$ cat config.mk
export PLATFORM = sky130hd
export DESIGN_NAME = deq_ctrl
export DESIGN_NICKNAME = d
export VERILOG_FILES = /design/src/rtl/deq_pkg.sv /design/src/rtl/deq_ctrl.sv
export SDC_FILE = /design/constraint.sdc
export NUM_CORES = 1
export LEC_CHECK = 0
export BUFFER_PORTS_ARGS = -buffer_cell sky130_fd_sc_hd__clkbuf_2
export CAP_MARGIN = 0
export CORE_AREA = 3 3 97 99
export DETAILED_ROUTE_END_ITERATION = 8
export DIE_AREA = 0 0 100 102
export PLACE_DENSITY = 0.8
export SLEW_MARGIN = 20
export SYNTH_ARGS = -nofsm -noshare
export SYNTH_HDL_FRONTEND = slang
export SYNTH_SLANG_ARGS = --single-unit
export TNS_END_PERCENT = 20
$ cat constraint.sdc
create_clock -name clock -period 3.09 [get_ports clock]
set_input_delay 0.309 -clock clock [delete_from_list [all_inputs] [get_ports clock]]
set_output_delay 0.309 -clock clock [all_outputs]
set_load 0.05 [all_outputs]
$ cat src/rtl/deq_pkg.sv
// Shared types and codes for the double-ended queue engine.
// No dependencies; deq_ctrl, the engine top and the testbench import this package.
package deq_pkg;

   localparam int RES_WIDTH = 32;
   localparam int OCC_WIDTH = 11;

   // Operation codes
   localparam logic [2:0] OP_PUSH_FRONT = 3'd0;
   localparam logic [2:0] OP_PUSH_BACK  = 3'd1;
   localparam logic [2:0] OP_POP_FRONT  = 3'd2;
   localparam logic [2:0] OP_POP_BACK   = 3'd3;
   localparam logic [2:0] OP_SIZE       = 3'd4;
   localparam logic [2:0] OP_EMPTY      = 3'd5;
   localparam logic [2:0] OP_PEEK_FRONT = 3'd6;
   localparam logic [2:0] OP_PEEK_BACK  = 3'd7;

   // Status codes
   localparam logic [1:0] ST_OK    = 2'd0;
   localparam logic [1:0] ST_EMPTY = 2'd1;
   localparam logic [1:0] ST_FULL  = 2'd2;

   // Data returned by a pop or peek on an empty queue
   localparam logic [RES_WIDTH-1:0] DATA_NONE = '1;

   typedef struct packed {
      logic [2:0]                  operation;
      logic signed [RES_WIDTH-1:0] push_data;
   } req_item_type;

   typedef struct packed {
      logic signed [RES_WIDTH-1:0] result_data;
      logic [1:0]                  status;
      logic [OCC_WIDTH-1:0]        occupancy;
   } rsp_item_type;

   // Result under construction, waiting for the registered memory read
   typedef struct packed {
      logic                        valid;
      logic                        use_mem;
      logic [1:0]                  status;
      logic [RES_WIDTH-1:0]        data;
      logic [OCC_WIDTH-1:0]        occupancy;
   } pend_type;

endpackage

$ cat src/rtl/deq_ctrl.sv
// Pointer, count and result control for the double-ended queue engine.
// Depends on deq_pkg; drives the address and write port of deq_ram.
module deq_ctrl #(
   parameter int DEPTH      = 1024,
   parameter int DATA_WIDTH = 32
) (
   input  logic                       clock,
   input  logic                       reset,
   input  logic                       accept,
   input  deq_pkg::req_item_type      req_item,
   output logic                       mem_we,
   output logic [$clog2(DEPTH)-1:0]   mem_addr,
   output logic [DATA_WIDTH-1:0]      mem_wdata,
   output deq_pkg::pend_type          pend,
   output logic [$clog2(DEPTH+1)-1:0] count
);

   import deq_pkg::*;

   localparam int PW = $clog2(DEPTH);
   localparam int CW = $clog2(DEPTH + 1);
   localparam logic [PW-1:0] LAST_IDX = PW'(DEPTH - 1);
   localparam logic [CW-1:0] FULL_CNT = CW'(DEPTH);

   logic [PW-1:0] front_ff, front_in;
   logic [PW-1:0] back_ff, back_in;
   logic [CW-1:0] count_ff, count_in;
   pend_type      pend_ff, pend_in;

   logic [PW-1:0] front_prev, front_next, back_prev, back_next;
   logic          is_empty, is_full;
   logic [DATA_WIDTH+RES_WIDTH-1:0] push_wide;
   logic [CW+RES_WIDTH-1:0]         size_wide;
   logic [CW+OCC_WIDTH-1:0]         occ_wide;

   // Ring neighbors of both pointers
   assign front_prev = (front_ff == '0) ? LAST_IDX : front_ff - PW'(1);
   assign front_next = (front_ff == LAST_IDX) ? '0 : front_ff + PW'(1);
   assign back_prev  = (back_ff == '0) ? LAST_IDX : back_ff - PW'(1);
   assign back_next  = (back_ff == LAST_IDX) ? '0 : back_ff + PW'(1);

   assign is_empty = (count_ff == '0);
   assign is_full  = (count_ff == FULL_CNT);

   // Store the low DATA_WIDTH bits of the pushed value, zero-extended
   assign push_wide = {{DATA_WIDTH{1'b0}}, req_item.push_data};
   assign mem_wdata = push_wide[DATA_WIDTH-1:0];
   assign size_wide = {{RES_WIDTH{1'b0}}, count_ff};
   assign occ_wide  = {{OCC_WIDTH{1'b0}}, count_in};

   // Decode the operation: one memory access, pointer and count updates
   always_comb begin
      front_in        = front_ff;
      back_in         = back_ff;
      count_in        = count_ff;
      mem_we          = 1'b0;
      mem_addr        = front_ff;
      pend_in.valid   = accept;
      pend_in.use_mem = 1'b0;
      pend_in.status  = ST_OK;
      pend_in.data    = '0;
      if (accept) begin
         case (req_item.operation)
            OP_PUSH_FRONT: begin
               mem_addr = front_prev;
               if (is_full) begin
                  pend_in.status = ST_FULL;
               end else begin
                  mem_we   = 1'b1;
                  front_in = front_prev;
                  count_in = count_ff + CW'(1);
               end
            end
            OP_PUSH_BACK: begin
               mem_addr = back_ff;
               if (is_full) begin
                  pend_in.status = ST_FULL;
               end else begin
                  mem_we   = 1'b1;
                  back_in  = back_next;
                  count_in = count_ff + CW'(1);
               end
            end
            OP_POP_FRONT, OP_PEEK_FRONT: begin
               mem_addr = front_ff;
               if (is_empty) begin
                  pend_in.status = ST_EMPTY;
                  pend_in.data   = DATA_NONE;
               end else begin
                  pend_in.use_mem = 1'b1;
                  if (req_item.operation == OP_POP_FRONT) begin
                     front_in = front_next;
                     count_in = count_ff - CW'(1);
                  end
               end
            end
            OP_POP_BACK, OP_PEEK_BACK: begin
               mem_addr = back_prev;
               if (is_empty) begin
                  pend_in.status = ST_EMPTY;
                  pend_in.data   = DATA_NONE;
               end else begin
                  pend_in.use_mem = 1'b1;
                  if (req_item.operation == OP_POP_BACK) begin
                     back_in  = back_prev;
                     count_in = count_ff - CW'(1);
                  end
               end
            end
            OP_SIZE: begin
               pend_in.data = size_wide[RES_WIDTH-1:0];
            end
            OP_EMPTY: begin
               pend_in.data = is_empty ? RES_WIDTH'(1) : '0;
            end
            default: begin
               pend_in.data = '0;
            end
         endcase
      end
      pend_in.occupancy = occ_wide[OCC_WIDTH-1:0];
   end

   // Advance state on every edge; reset clears pointers, count and strobe
   always_ff @(posedge clock) begin
      if (reset) begin
         front_ff      <= '0;
         back_ff       <= '0;
         count_ff      <= '0;
         pend_ff.valid <= 1'b0;
      end else begin
         front_ff <= front_in;
         back_ff  <= back_in;
         count_ff <= count_in;
         pend_ff  <= pend_in;
      end
   end

   assign pend  = pend_ff;
   assign count = count_ff;

endmodule

# Word-level counts from Yosys, hierarchy flattened
# Cells that the tools add are included.
# Widths: inputs -> output; s select.
# op_classes
reduce_logical,13
addsub,6
muxes,30
n_eq_ne,16
# ops
cell,count
$mux 10,11
$pmux 32 s3,1
$mux 11,6
$pmux 10 s2,2
$mux 33,1
$pmux 11 s3,1
$pmux 10 s3,1
$add 10x1->10 const B,2
$eq 10x10->1 const B,2
$logic_not 10->1,2
$sub 10x1->10 const B,2
$eq 3x3->1 const B,4
$ne 2x2->1 const B,6
$add 11x1->11 const B,1
$eq 11x11->1 const B,1
$logic_not 11->1,1
$sub 11x1->11 const B,1
$reduce_and 5->1,2
$eq 3x2->1 const B,2
$reduce_or 2->1,3
$mux 1,5
$pmux 2 s2,1
$reduce_bool 2->1,2
$reduce_or 4->1,1
other kinds (4),4
# totals
out_inout_bits,101
ff_bits,78
in_bits,38
word_cells,73

# Depth between registers and ports, before layout
# logic_depth
word_depth,5
ltp_mapped,9
mapped_depth_nobuf,7

# Least setup slack after synthesis
# Ideal clock, no wire load.
# synth_timing
kind,flip-flop to output port
start,register back_ff[0]
end,output port mem_addr[7]
setup_slack_ns,-0.425
arrival_ns,3.206
required_time_ns,2.781
path_stages_with_launch,10
path_buffers,2
cell_sequence,dfxtp_1 inv_1 ha_1 or3b_2 clkbuf_1 or4_1 clkbuf_1 a31oi_1 a311oi_1 o21ai_0
# synth_via
elab_chain_len,4
elab_cells_between_ends,5
cone_classes,add/sub (1); mux (3); reduce/logical (1)
# synth_rtl
element,line_no,rtl
"start, declared",deq_ctrl.sv:26,"logic [PW-1:0] back_ff, back_in;"
"start signal, assigned",deq_ctrl.sv:133,back_ff <= back_in;
$sub 10x1->10 / $logic_not 10->1 (equally long branches),deq_ctrl.sv:39,assign back_prev = (back_ff == '0) ? LAST_IDX : back_ff - PW'(1);
$mux 10 (*),deq_ctrl.sv:39,
$pmux 10 s3 (*),deq_ctrl.sv:63,case (req_item.operation)
$mux 10 (*),deq_ctrl.sv:62,if (accept) begin
"end, declared",deq_ctrl.sv:12,"output logic [$clog2(DEPTH)-1:0] mem_addr,"
# Every way passes the cells marked *; elsewhere a longest branch is shown, timed or not.

# Final worst setup path
# layout_timing
start,register back_ff[1]
end,output port mem_addr[5]
# Same word-level chain as after synthesis.

==> run metrics <==
outcome=finished, violations left; failing checks=setup timing; commonest cells after routing, fill and taps aside=clkbuf_2 (69), a21oi_1 (43), nor2_1 (42); WL final=12.3 mm; commonest non-fill, non-tap cell in the layout=clkbuf_2; syn nets=616; global-route wire length before repair=19.3 mm; clock root cell=clkbuf_8; design area=4830 um2; Initial Util=52.0%; CP Cell Sequence=inv_1, ha_2, or3b_4, or4_4, nor2_1, a21oi_1, o21ai_0, clkbuf_2; detailed placement HPWL=8.64 mm; IO Port Bufs=74; Reg clk slew, reported paths=0.06 ns; critical path peak fanout=7; synthesis-to-layout area growth=7.58%; clk sinks=58; mean post-synth cell area=7.88 um2; clk_skew=0.00890 ns; VDD IR max=544 uV; core area=8640 um2; Slew @ Worst Pin=0.721 ns; Placement Cell Area=4570 um2; CTS Buf Count=9; die width=100 um; Netlist cell types=66; initial antenna violation count=0; Gate power share=39.4%; synthesis-stage register bit count=58; Die ar.=10,200 um2; Max Cap Violations=0; HP Class=input pin to flop; Critical Path AT=2.85 ns; Slowest cell on crit path=or4_4; Slew Limit Fails=0; DR DRC count=0; Routed Antenna Nets=0; vias=4,480; Finished Core Util=55.9%; Slowest Stage Delay on Critical Path=0.56 ns; largest net degree at the start of global routing=25; Rel. slew slack=51.6%; switching power total=1.14 mW; TNS Setup=-0.0646 ns; Yosys warning count=0; Crit. End Element=output pin; Avg Vias per Cell=6.51; Iteration-0 DRC Markers=338; clk_lat worst skew=0.35 ns; wire per inst=17.9 um; kind of critical path=flop to output pin; Total Power=2.78 mW; Pint=1.64 mW; share of layout cells above drive strength 1=23.8%; drt first pass iters=5; clk buf depth=2; minimum clock period=3.15 ns; sequential share of the synthesized area=31.7%; fin nets=621; switching part of the total power=40.8%; period utilisation layout=102%; Clock Power Share=27.0%; number of global-route vias before repair=4,022; GP Congestion=0.929; ys flop type=dfxtp_1; Die Ht=102 um; share of power burned in registers=33.7%; Total GRT Usage=23.5%; # IOs=139; Worst Slack Setup Final=-0.0646 ns; row cnt=34; number of synthesized flops with an enable pin=26; H-Tree Depth=3; final hold violations=0; CP Launch Type=flop; P per Cell Area=576 nW/um2; Mapped Cells=570; Async S/R FF share, synth=0%; CTS tree=built; global route overflow=0; fmax=317 MHz; ANT cells=0; required time worst endpoint=2.78 ns; Min Hold Slack=0.467 ns; synthesized area=4490 um2; LEAKAGE=1.90 nW; Final Setup Violations=1; RSZ-0062 raised after global routing=true
## registers in the layout (all words and copies together) (netlist names)
name,flops
front_ff,10
count,11
back_ff,10
pend,27
## final timing paths
check                                             start                       to  slack [ns]  cells past startpoint
worst max-delay path            back_ff[1]$_SDFFE_PP0P_              mem_addr[5]       -0.06                      8
worst min register to register  back_ff[3]$_SDFFE_PP0P_  back_ff[3]$_SDFFE_PP0P_        0.59                      2
worst max register to register      count[9]$_SDFF_PP0_        pend[2]$_DFFE_PN_        0.51                      5
worst min-delay path                             accept      pend[46]$_SDFF_PP0_        0.47                      3
## critical path, delay by kind of cell, from the launching register on
kind                       cells  cell delay, ns
adders and majority gates      1            0.22
DFF                            1            0.36
AOI/OAI and AO/OA              2            0.35
buffers and inverters          2            0.45
and+or+nand+nor                3            1.10
## metrics by stage
| stage | instances | setup WS [ns] |
|---|---|---|
| finish | 688 | -0.0646 |
| global route | 688 | -0.0895 |
| CTS | 688 | 0.0433 |
| detailed placement | 672 | 0.172 |
| global placement | 672 | 0.227 |
| floorplan | 570 | -0.368 |
## cell type report
cell class	instances	area, um2
Fill cell	832	3810
Sequential cell	58	1420
Clock inverter	6	81.3
Timing Repair Buffer	101	592
Multi-Input combinational cell	392	2420
Tap cell	108	135
Clock buffer	10	128
Inverter	13	48.8
## kinds of logic (layout without fill, tap and decap cells)
| family | count (synthesis) | in the layout | synth area share, % |
|---|---|---|---|
| DFF | 58 | 58 | 31.7 |
| xor gates and xnor gates | 11 | 11 | 2.15 |
| AOI/OAI and AO/OA | 159 | 159 | 23.3 |
| adders and majority gates | 8 | 8 | 2.23 |
| buffers and inverters | 120 | 130 | 15.0 |
| muxes | 3 | 3 | 0.669 |
| and+or+nand+nor | 211 | 211 | 25.0 |
## synthesized netlist by cell type (all sizes together), types with 3 or more instances
master | number | share of area (%)
and3 | 6 | 0.84
and2 | 10 | 1.4
o41ai | 4 | 0.95
nand2b | 6 | 0.84
a21boi | 3 | 0.50
o31ai | 6 | 1.0
a31oi | 16 | 2.2
dfxtp | 32 | 14
or3 | 9 | 1.3
or4b | 3 | 0.67
or2 | 5 | 0.70
nor2 | 42 | 3.5
nor2b | 6 | 0.84
nor3 | 23 | 2.6
clkbuf | 47 | 3.9
xnor2 | 8 | 1.6
nor3b | 7 | 1.2
o21ai | 33 | 3.7
a21oi | 43 | 4.8
o211ai | 6 | 1.0
or4 | 9 | 1.7
mux2i | 3 | 0.67
xor2 | 3 | 0.59
nand4 | 5 | 0.70
buf | 60 | 10
a311oi | 5 | 0.98
nor4 | 11 | 1.5
edfxtp | 26 | 17
nand2 | 41 | 3.4
nand3 | 18 | 2.0
a31o | 3 | 0.59
a211oi | 10 | 1.7
ha | 8 | 2.2
inv | 12 | 1.0
## repair_timing
| item | 4_1_cts | 5_1_grt |
|---|---|---|
| hold buffers | 0 | 0 |
| buffers inserted | 0 | 0 |
| endpoints found under the setup margin | 5 | 7 |
| resized for setup | 8 | 9 |
## metal layers
metal	track usage [%]	vias up	wire length, um
met5	0	-	0
met4	9.74	0	366
met3	6.28	54	1330
met2	38.5	303	5700
met1	29.4	2068	4910
li1	-	2055	-
## power groups by stage
stage | clock network, mW | logic [mW] | registers [mW]
2_1_floorplan | 0 | 0.839 | 1.09
3_3_place_gp | 0 | 1.04 | 0.949
3_5_place_dp | 0 | 1.06 | 0.952
4_1_cts | 0.761 | 1.07 | 0.935
5_1_grt | 0.792 | 1.16 | 0.945
6_report | 0.750 | 1.09 | 0.936
Note: power is estimated with default switching activity, not from simulation.
